[config.mk]
export PLATFORM = sky130hd
export DESIGN_NAME = ids_channel_likelihood
export DESIGN_NICKNAME = d
export VERILOG_FILES = /design/src/idscl_pkg.sv /design/src/idscl_ram.sv /design/src/ids_channel_likelihood.sv
export SDC_FILE = /design/constraint.sdc
export NUM_CORES = 2
export LEC_CHECK = 0
export BUFFER_PORTS_ARGS = -buffer_cell sky130_fd_sc_hd__buf_2
export CORE_MARGIN = 4
export CORE_UTILIZATION = 42
export DETAILED_ROUTE_END_ITERATION = 7
export GPL_TIMING_DRIVEN = 1
export PLACE_DENSITY_LB_ADDON = 0.25
export SLEW_MARGIN = 10
export SYNTH_ARGS = -nofsm -noshare
export SYNTH_HDL_FRONTEND = slang
export SYNTH_SLANG_ARGS = --single-unit
[constraint.sdc]
create_clock -name i_clk -period 15.1 [get_ports i_clk]
set_input_delay 2.265 -clock i_clk [delete_from_list [all_inputs] [get_ports i_clk]]
set_output_delay 2.265 -clock i_clk [all_outputs]
set_load 0.05 [all_outputs]
[src/idscl_pkg.sv]
// Package for the insertion/deletion/substitution channel likelihood block.
// Holds the lattice sizes, fixed-point constants, register map, state type
// and the Q1.31 helper functions. Depends on nothing.
package idscl_pkg;

    // Lattice geometry. These values settle the field widths of the stream.
    localparam int BETA      = 4;
    localparam int MAX_RECV  = 2 * BETA;
    localparam int COLS      = MAX_RECV + 1;
    localparam int RAM_DEPTH = 2 * COLS;
    localparam int RAM_AW    = $clog2(RAM_DEPTH);
    localparam int ROW_W     = $clog2(BETA + 1);
    localparam int ROW_IW    = (BETA > 1) ? $clog2(BETA) : 1;
    localparam int COL_W     = $clog2(MAX_RECV + 3);
    localparam int RECV_IW   = (MAX_RECV > 1) ? $clog2(MAX_RECV) : 1;
    localparam int SYM_W     = 2;
    localparam int SENT_W    = SYM_W * BETA;
    localparam int RECV_W    = SYM_W * MAX_RECV;
    localparam int LEN_W     = 4;
    localparam int APB_AW    = 4;

    // Fixed-point constants.
    localparam logic [31:0] ONE_Q31 = 32'h8000_0000;
    localparam logic [31:0] RECIP3  = 32'hAAAA_AAAB;   // ceil(2^33 / 3)
    localparam logic [14:0] PID_MAX = 15'd16384;
    localparam logic [15:0] PS_MAX  = 16'd32768;

    // Register map, word index taken from paddr[3:2].
    localparam logic [1:0] REG_INDEL  = 2'd0;
    localparam logic [1:0] REG_SUBST  = 2'd1;
    localparam logic [1:0] REG_THRESH = 2'd2;

    localparam logic [14:0] INDEL_RST  = 15'd328;
    localparam logic [15:0] SUBST_RST  = 16'd328;
    localparam logic [31:0] THRESH_RST = 32'd21475;

    // Last step of the per-item constant setup.
    localparam logic [3:0] PRE_LAST = 4'd9;

    typedef enum logic [2:0] {
        ST_IDLE,
        ST_PRE,
        ST_RD0,
        ST_RD1,
        ST_RD2,
        ST_ACC1,
        ST_ACC2,
        ST_OUT
    } t_state;

    // Q1.31 product taken from a full 64-bit product.
    function automatic logic [31:0] q31(input logic [63:0] prod);
        return prod[62:31];
    endfunction

    // Q1.31 sum that saturates at one.
    function automatic logic [31:0] qadd(input logic [31:0] a, input logic [31:0] b);
        logic [32:0] s;
        s = {1'b0, a} + {1'b0, b};
        return (s > {1'b0, ONE_Q31}) ? ONE_Q31 : s[31:0];
    endfunction

endpackage

[src/idscl_ram.sv]
// Generic simple dual-port RAM: one write port, one read port with the
// read data registered. Depends on nothing.
module idscl_ram #(
    parameter int WIDTH = 32,
    parameter int DEPTH = 18,
    localparam int AW = $clog2(DEPTH)
) (
    input  logic             i_clk,
    input  logic             i_we,
    input  logic [AW-1:0]    i_waddr,
    input  logic [WIDTH-1:0] i_wdata,
    input  logic [AW-1:0]    i_raddr,
    output logic [WIDTH-1:0] o_rdata
);

    logic [WIDTH-1:0] r_mem [DEPTH];
    logic [WIDTH-1:0] r_rdata;

    always_ff @(posedge i_clk) begin
        if (i_we) begin
            r_mem[i_waddr] <= i_wdata;
        end
        r_rdata <= r_mem[i_raddr];
    end

    assign o_rdata = r_rdata;

endmodule

[src/ids_channel_likelihood.sv]
// Top level of the insertion/deletion/substitution channel likelihood block.
// Uses idscl_pkg and the lattice row memory idscl_ram.
//
// Usage:
//   The slave stream takes one beat per word pair: s_axis_tdata holds
//   sent_symbols, recv_symbols and recv_length. The master stream returns
//   one beat per input beat: m_axis_tdata is the likelihood in unsigned
//   Q1.31, m_axis_tuser is set when it reaches keep_threshold.
//   The APB port holds indel_prob (0x0), subst_prob (0x4) and
//   keep_threshold (0x8); write them only while no beat is in flight.
//   Each beat first forms the per-word score products, then walks the
//   lattice row by row with one shared 32x32 multiplier over
//   BETA*(recv_length+1) cells, and finally loads the result into the
//   output register. A beat with recv_length above 8 skips the lattice
//   and goes straight to the output register.
//   One word is worked on at a time; the next beat is taken as soon as the
//   result sits in the output register, even if the receiver stalls.
//   Two lattice rows live in the RAM, alternating banks; the bottom row is
//   generated on the fly and needs no fill. Reset returns the registers to
//   their defaults and drops any beat in flight.
module ids_channel_likelihood
    import idscl_pkg::*;
(
    input  logic              i_clk,
    input  logic              i_rst_n,
    // APB configuration port
    input  logic              psel,
    input  logic              penable,
    input  logic              pwrite,
    input  logic [APB_AW-1:0] paddr,
    input  logic [31:0]       pwdata,
    output logic [31:0]       prdata,
    output logic              pready,
    // Input stream
    input  logic              s_axis_tvalid,
    output logic              s_axis_tready,
    input  logic [31:0]       s_axis_tdata,  // sent_symbols[7:0], recv_symbols[23:8],
                                             // recv_length[27:24], zero pad
    // Output stream
    output logic              m_axis_tvalid,
    input  logic              m_axis_tready,
    output logic [31:0]       m_axis_tdata,  // likelihood[31:0]
    output logic              m_axis_tuser   // above_threshold[0]
);

    t_state r_state, n_state;

    logic [14:0]       r_indel;
    logic [15:0]       r_subst;
    logic [31:0]       r_thresh;

    logic [SENT_W-1:0] r_sent;
    logic [RECV_W-1:0] r_recv;
    logic [LEN_W-1:0]  r_len;

    logic [3:0]        r_step;
    logic [ROW_W-1:0]  r_row;
    logic [COL_W-1:0]  r_col;

    logic [63:0]       r_prod;
    logic [31:0]       r_acc;
    logic [31:0]       r_mis;
    logic [31:0]       r_pass_m, r_pass_x;
    logic [31:0]       r_ins_m, r_ins_x;
    logic [31:0]       r_ins_mm, r_ins_mx, r_ins_xm, r_ins_xx;

    logic              r_m_tvalid;
    logic [31:0]       r_m_tdata;
    logic              r_m_tuser;

    logic              s_accept;
    logic              cfg_write;
    logic              out_load;

    logic [14:0]       pid_c;
    logic [15:0]       ps_c;
    logic [31:0]       pid31, ptrn31, ps31, match31;

    logic [SYM_W-1:0]  sent_syms [BETA];
    logic [SYM_W-1:0]  recv_syms [MAX_RECV];
    logic [SYM_W-1:0]  x_sym, y0_sym, y1_sym;
    logic              s0_match, s1_match;
    logic [COL_W-1:0]  col1, col2, len_c;
    logic              last_col, pass_ok, ins_ok;

    logic [31:0]       mul_a, mul_b;
    logic [31:0]       pass_sel, ins_sel;
    logic [31:0]       lat_val, cell_final;
    logic [COL_W-1:0]  rd_col, rd_clamp, data_col;
    logic              rd_bank;

    logic              ram_we;
    logic [RAM_AW-1:0] ram_waddr, ram_raddr;
    logic [31:0]       ram_rdata;

    // ------------------------------------------------------------------
    // Configuration registers
    // ------------------------------------------------------------------
    assign pready    = 1'b1;
    assign cfg_write = psel & penable & pwrite & pready;

    always_ff @(posedge i_clk) begin
        if (!i_rst_n) begin
            r_indel  <= INDEL_RST;
            r_subst  <= SUBST_RST;
            r_thresh <= THRESH_RST;
        end else if (cfg_write) begin
            case (paddr[3:2])
                REG_INDEL:  r_indel  <= pwdata[14:0];
                REG_SUBST:  r_subst  <= pwdata[15:0];
                REG_THRESH: r_thresh <= pwdata;
                default: ;
            endcase
        end
    end

    always_comb begin
        case (paddr[3:2])
            REG_INDEL:  prdata = {17'd0, r_indel};
            REG_SUBST:  prdata = {16'd0, r_subst};
            REG_THRESH: prdata = r_thresh;
            default:    prdata = 32'd0;
        endcase
    end

    // ------------------------------------------------------------------
    // Probabilities in Q1.31
    // ------------------------------------------------------------------
    assign pid_c   = (r_indel > PID_MAX) ? PID_MAX : r_indel;
    assign ps_c    = (r_subst > PS_MAX) ? PS_MAX : r_subst;
    assign pid31   = {1'b0, pid_c, 16'd0};
    assign ptrn31  = ONE_Q31 - {pid31[30:0], 1'b0};
    assign ps31    = {ps_c, 16'd0};
    assign match31 = ONE_Q31 - ps31;

    // ------------------------------------------------------------------
    // Symbol compare for the current cell
    // ------------------------------------------------------------------
    always_comb begin
        for (int k = 0; k < BETA; k++) begin
            sent_syms[k] = r_sent[k*SYM_W +: SYM_W];
        end
        for (int k = 0; k < MAX_RECV; k++) begin
            recv_syms[k] = r_recv[k*SYM_W +: SYM_W];
        end
    end

    assign col1  = r_col + COL_W'(1);
    assign col2  = r_col + COL_W'(2);
    assign len_c = COL_W'(r_len);

    // Received indexes past the word only feed terms that are discarded.
    assign x_sym    = sent_syms[r_row[ROW_IW-1:0]];
    assign y0_sym   = recv_syms[r_col[RECV_IW-1:0]];
    assign y1_sym   = recv_syms[col1[RECV_IW-1:0]];
    assign s0_match = (x_sym == y0_sym);
    assign s1_match = (x_sym == y1_sym);

    // Columns run from the word end down to zero, so the last cell of the
    // top row is the result.
    assign last_col = (r_col == '0);
    assign pass_ok  = (r_col < len_c);
    assign ins_ok   = (col1 < len_c);

    assign pass_sel = s0_match ? r_pass_m : r_pass_x;
    always_comb begin
        case ({s0_match, s1_match})
            2'b11:   ins_sel = r_ins_mm;
            2'b10:   ins_sel = r_ins_mx;
            2'b01:   ins_sel = r_ins_xm;
            default: ins_sel = r_ins_xx;
        endcase
    end

    // ------------------------------------------------------------------
    // Lattice row memory: row i sits in bank i[0], row i+1 is read back.
    // ------------------------------------------------------------------
    always_comb begin
        case (r_state)
            ST_RD1:  rd_col = col1;
            ST_RD2:  rd_col = col2;
            default: rd_col = r_col;
        endcase
        case (r_state)
            ST_RD2:  data_col = col1;
            ST_ACC1: data_col = col2;
            default: data_col = r_col;
        endcase
    end

    assign rd_bank   = ~r_row[0];
    assign rd_clamp  = (rd_col > COL_W'(MAX_RECV)) ? COL_W'(MAX_RECV) : rd_col;
    assign ram_raddr = rd_bank ? (RAM_AW'(COLS) + RAM_AW'(rd_clamp)) : RAM_AW'(rd_clamp);
    assign ram_waddr = r_row[0] ? (RAM_AW'(COLS) + RAM_AW'(r_col)) : RAM_AW'(r_col);

    // The row below the last transmitted symbol is one at the word end, zero elsewhere.
    always_comb begin
        if (r_row == ROW_W'(BETA - 1)) begin
            lat_val = (data_col == len_c) ? ONE_Q31 : 32'd0;
        end else begin
            lat_val = ram_rdata;
        end
    end

    assign cell_final = ins_ok ? qadd(r_acc, q31(r_prod)) : r_acc;

    idscl_ram #(
        .WIDTH (32),
        .DEPTH (RAM_DEPTH)
    ) u_row_ram (
        .i_clk   (i_clk),
        .i_we    (ram_we),
        .i_waddr (ram_waddr),
        .i_wdata (cell_final),
        .i_raddr (ram_raddr),
        .o_rdata (ram_rdata)
    );

    // ------------------------------------------------------------------
    // Control
    // ------------------------------------------------------------------
    assign s_axis_tready = (r_state == ST_IDLE);
    assign s_accept      = s_axis_tvalid & s_axis_tready;
    assign out_load      = (r_state == ST_OUT) && (!r_m_tvalid || m_axis_tready);

    always_comb begin
        n_state = r_state;
        case (r_state)
            ST_IDLE: begin
                if (s_accept) begin
                    if (s_axis_tdata[27:24] > LEN_W'(MAX_RECV)) begin
                        n_state = ST_OUT;
                    end else begin
                        n_state = ST_PRE;
                    end
                end
            end
            ST_PRE: begin
                if (r_step == PRE_LAST) begin
                    n_state = ST_RD0;
                end
            end
            ST_RD0:  n_state = ST_RD1;
            ST_RD1:  n_state = ST_RD2;
            ST_RD2:  n_state = ST_ACC1;
            ST_ACC1: n_state = ST_ACC2;
            ST_ACC2: begin
                if (last_col && (r_row == '0)) begin
                    n_state = ST_OUT;
                end else begin
                    n_state = ST_RD0;
                end
            end
            ST_OUT: begin
                if (out_load) begin
                    n_state = ST_IDLE;
                end
            end
            default: n_state = ST_IDLE;
        endcase
    end

    // Multiplier operands and memory write enable.
    always_comb begin
        mul_a  = 32'd0;
        mul_b  = 32'd0;
        ram_we = 1'b0;
        case (r_state)
            ST_PRE: begin
                case (r_step)
                    4'd0: begin mul_a = ps31;    mul_b = RECIP3;  end
                    4'd1: begin mul_a = pid31;   mul_b = match31; end
                    4'd2: begin mul_a = ptrn31;  mul_b = r_mis;   end
                    4'd3: begin mul_a = pid31;   mul_b = r_mis;   end
                    4'd4: begin mul_a = ptrn31;  mul_b = match31; end
                    4'd5: begin mul_a = r_ins_m; mul_b = match31; end
                    4'd6: begin mul_a = r_ins_m; mul_b = r_mis;   end
                    4'd7: begin mul_a = r_ins_x; mul_b = match31; end
                    4'd8: begin mul_a = r_ins_x; mul_b = r_mis;   end
                    default: ;
                endcase
            end
            ST_RD1:  begin mul_a = pid31;    mul_b = lat_val; end
            ST_RD2:  begin mul_a = pass_sel; mul_b = lat_val; end
            ST_ACC1: begin mul_a = ins_sel;  mul_b = lat_val; end
            ST_ACC2: ram_we = 1'b1;
            default: ;
        endcase
    end

    // ------------------------------------------------------------------
    // Registers
    // ------------------------------------------------------------------
    always_ff @(posedge i_clk) begin
        if (!i_rst_n) begin
            r_state    <= ST_IDLE;
            r_m_tvalid <= 1'b0;
        end else begin
            r_state <= n_state;
            if (out_load) begin
                r_m_tvalid <= 1'b1;
            end else if (m_axis_tready) begin
                r_m_tvalid <= 1'b0;
            end
        end
    end

    always_ff @(posedge i_clk) begin
        r_prod <= mul_a * mul_b;

        if (s_accept) begin
            r_sent <= s_axis_tdata[SENT_W-1:0];
            r_recv <= s_axis_tdata[SENT_W +: RECV_W];
            r_len  <= s_axis_tdata[SENT_W + RECV_W +: LEN_W];
            r_step <= 4'd0;
            r_row  <= ROW_W'(BETA - 1);
            r_col  <= COL_W'(s_axis_tdata[SENT_W + RECV_W +: LEN_W]);
            r_acc  <= 32'd0;
        end

        if (r_state == ST_PRE) begin
            r_step <= r_step + 4'd1;
            case (r_step)
                4'd1: r_mis    <= {1'b0, r_prod[63:33]};
                4'd2: r_ins_m  <= q31(r_prod);
                4'd3: r_pass_x <= q31(r_prod);
                4'd4: r_ins_x  <= q31(r_prod);
                4'd5: r_pass_m <= q31(r_prod);
                4'd6: r_ins_mm <= q31(r_prod);
                4'd7: r_ins_mx <= q31(r_prod);
                4'd8: r_ins_xm <= q31(r_prod);
                4'd9: r_ins_xx <= q31(r_prod);
                default: ;
            endcase
        end

        case (r_state)
            ST_RD2: r_acc <= q31(r_prod);
            ST_ACC1: begin
                if (pass_ok) begin
                    r_acc <= qadd(r_acc, q31(r_prod));
                end
            end
            ST_ACC2: begin
                r_acc <= cell_final;
                if (last_col) begin
                    r_col <= len_c;
                    if (r_row != '0) begin
                        r_row <= r_row - ROW_W'(1);
                    end
                end else begin
                    r_col <= r_col - COL_W'(1);
                end
            end
            default: ;
        endcase

        if (out_load) begin
            r_m_tdata <= r_acc;
            r_m_tuser <= (r_acc >= r_thresh);
        end
    end

    assign m_axis_tvalid = r_m_tvalid;
    assign m_axis_tdata  = r_m_tdata;
    assign m_axis_tuser  = r_m_tuser;

endmodule

==> impl_metrics.csv <==
group,metric,value,unit
run_status,outcome,"complete, no violations",
hold_path,hp-class,"reg2reg",
timing,period_needed,12530,ps
timing,drv_slew,0,
floorplanning,fp.dieW,442,um
pwr,max-vdd-ir-drop,0.214,mV
timing,tightest_slew,1270,ps
layout,fin_cells,9748,
floorplanning,dieArea,196000,um^2
floorplanning,die_y,442,um
synthesis,syn_area,79300,um^2
timing,clock_skew,122,ps
route,vias,55200,
critical_path,critPathLaunchType,"flip-flop",
placed_design,dp_hpwl,170,mm
global_routing,grt-ovfl-total,0,
layout,reg_top3,"u_row_ram.r_mem (576), r_prod (33)",
route,drt-total-wl,241,mm
synthesis,synth_top_area_share,35.3,%
synthesis,yosys-top-cells-count,"1173 x nand2_1, 1058 x inv_1, 932 x edfxtp_1",
critical_path,cp_common_cell,"fa_1",
synthesis,synth_ff_type,"edfxtp_1",
synthesis,ys_top_cells_by_area,"edfxtp_1 35%, fa_1 23%, nand2_1 5.6%",
pwr,total_power,14.1,mW
timing,post-route-period-util,83.0,%
layout,final_nets,8477,
floorplanning,fp.coreArea,188000,um^2
critical_path,cp.required,15710,ps
clocking,post_cts_buffers,0,
critical_path,cpMaxStageDelayCell,"ha_1",
clocking,cts_buffers,105,
placed_design,place.gp.congestion,0.942,
critical_path,crit_fanout,27,
timing,setup_viol,0,
synthesis,yosys_warnings,0,
layout,stdcell_area,87300,um^2
layout,largest_register_ffs,576,
clocking,clk_latency,760,ps
synthesis,avgSynthCellArea,11.1,um^2
layout,drive_above_1_share,10.7,%
critical_path,ff2ff_path_depth,39,
timing,relSlewSlack,14.8,%
critical_path,slowest_delay,700,ps
route,post_drt_wl_per_cell,24.7,um
clocking,cts-resized-gates,0,
synthesis,yosysTopAreaCell,"edfxtp_1",
global_routing,grt_max_degree,129,
synthesis,synth_seq_cells,1099,
synthesis,synth.distinct_cells,92,
floorplanning,start_util,42.2,%
clocking,cts_tree,"built",
route,drt_iter0_markers,5149,
timing,rsz0062_at_grt,"false",
placed_design,place_area,83700,um^2
layout,top_register,"u_row_ram.r_mem",
route,vias_per_cell,5.66,
timing,setup_tns,0,ps
floorplanning,pin_count,143,
job,max_cap_viol_count,0,
synthesis,ys_seq_area_share,39.5,%
synthesis,syn_nets,8458,
placed_design,dpl.cell_count,9548,
timing,fmax,79.8,MHz
timing,finalWorstSetupSlack,2570,ps
clocking,postCtsHoldBufs,0,
pwr,leakage,36.2,nW
placed_design,portBuffers,135,
clocking,htree_levels,3,
clocking,clockBufferDepth,3,
synthesis,synthesis.instances,7142,
pwr,power_per_cell_area,161,nW/um^2
global_routing,grt_use_total,24.6,%
synthesis,synth_edf_count,932,
placed_design,pre_cts_slack,2660,ps
route,remaining_drc_errors,0,
critical_path,critical_path_class,"reg2reg",
synthesis,yosysMostFrequentCell,"nand2_1",
clocking,path_clk_slew,70,ps
synthesis,async_reset_ff_share,0,%
global_routing,antenna_found_initial,10,
global_routing,grt_pass1_wl,363,mm
clocking,clock-sinks,1099,
floorplanning,num_rows,159,
timing,hold_viol_final,0,
route,ant_nets,0,
critical_path,cp.arrival,13140,ps
hold_path,hold_depth,2,
clocking,cts_root_buffer,"clkbuf_16",
layout,syn_to_final_growth,10.1,%
route,drtPass1Iterations,8,
global_routing,grt_pass1_vias,56300,
critical_path,end_kind,"flip-flop",
==> worst paths after layout <==
kind	end	slack (ps)	start
hold reg to reg	r_thresh[16]	490	r_thresh[16]
setup reg to reg	r_prod[58]	2570	r_col[0]
setup / recovery	r_prod[58]	2570	r_col[0]
hold / removal	r_thresh[16]	490	r_thresh[16]
==> layout by cell type (no fill, tap or decap), types with 31 or more instances in the layout <==
cell type  instances
ha_1             345
a211oi_1          51
a21o_1            91
nor2_1           432
a221oi_1          41
mux4_2           136
edfxtp_1         932
mux2i_1           80
nand4_1           31
a21boi_0          58
nand3_1           64
a21oi_1          221
xnor2_1           51
dfxtp_1          167
nor2b_1           34
and2_1           136
fa_1             896
a22oi_1           31
clkbuf_16        109
buf_2            135
nand2_1         1173
o21ai_0          104
a31oi_1           67
buf_4            186
inv_1           1057
xor2_1            36
o211ai_1          33
==> kinds of logic (layout without fill, tap and decap cells) <==
family / count (synthesis) / after routing / synth area share (%)
simple gates: 2039 / 2039 / 10.9
compound gates: 970 / 970 / 8.44
mux: 225 / 225 / 5.00
buf+inv: 1477 / 1586 / 7.07
flops: 1099 / 1099 / 39.5
xor+xnor: 90 / 90 / 0.995
fa+ha+maj: 1241 / 1241 / 28.1
other cells: 1 / 3 / 0.00473
==> report_power, final <==
group,total (mW),internal (mW),leakage (nW),switching (mW)
clock,2.68,1.49,1.74,1.19
sequential,4.40,4.05,9.85,0.350
combinational,7.00,2.15,24.6,4.85
==> area by class of cell <==
class	instances	area (um^2)
Multi-Input combinational cell	4566	43100
Inverter	1063	3990
Timing Repair Buffer	326	2170
Clock inverter	55	594
Antenna cell	2	5.00
Fill cell	17300	101000
Clock buffer	142	2950
Tap cell	2495	3120
Sequential cell	1099	31300
==> worst max-delay path, delay by kind of cell (launching register included) <==
family                     cells  cell delay [ps]
buffers and inverters         10             1530
xor gates and xnor gates       1              150
muxes                          2              670
AOI/OAI and AO/OA             10             3120
DFF                            1              330
adders and majority gates     10             5070
and+or+nand+nor                6             1450
==> metal layers <==
layer | GRT usage [%] | up-vias | share of wire [%]
met1 | 32.7 | 28600 | 40
met3 | 3.94 | 541 | 7.7
met4 | 10.7 | 0 | 5.2
li1 | - | 23800 | -
met5 | 0 | - | 0
met2 | 40.3 | 2239 | 47
==> metrics by stage <==
step,hold slack (ps),util (%)
finish,491,46.5
global route,495,46.5
CTS,485,46.4
detailed placement,480,44.6
global placement,470,44.6
floorplan,386,-
Power figures use the tool's default switching activity.
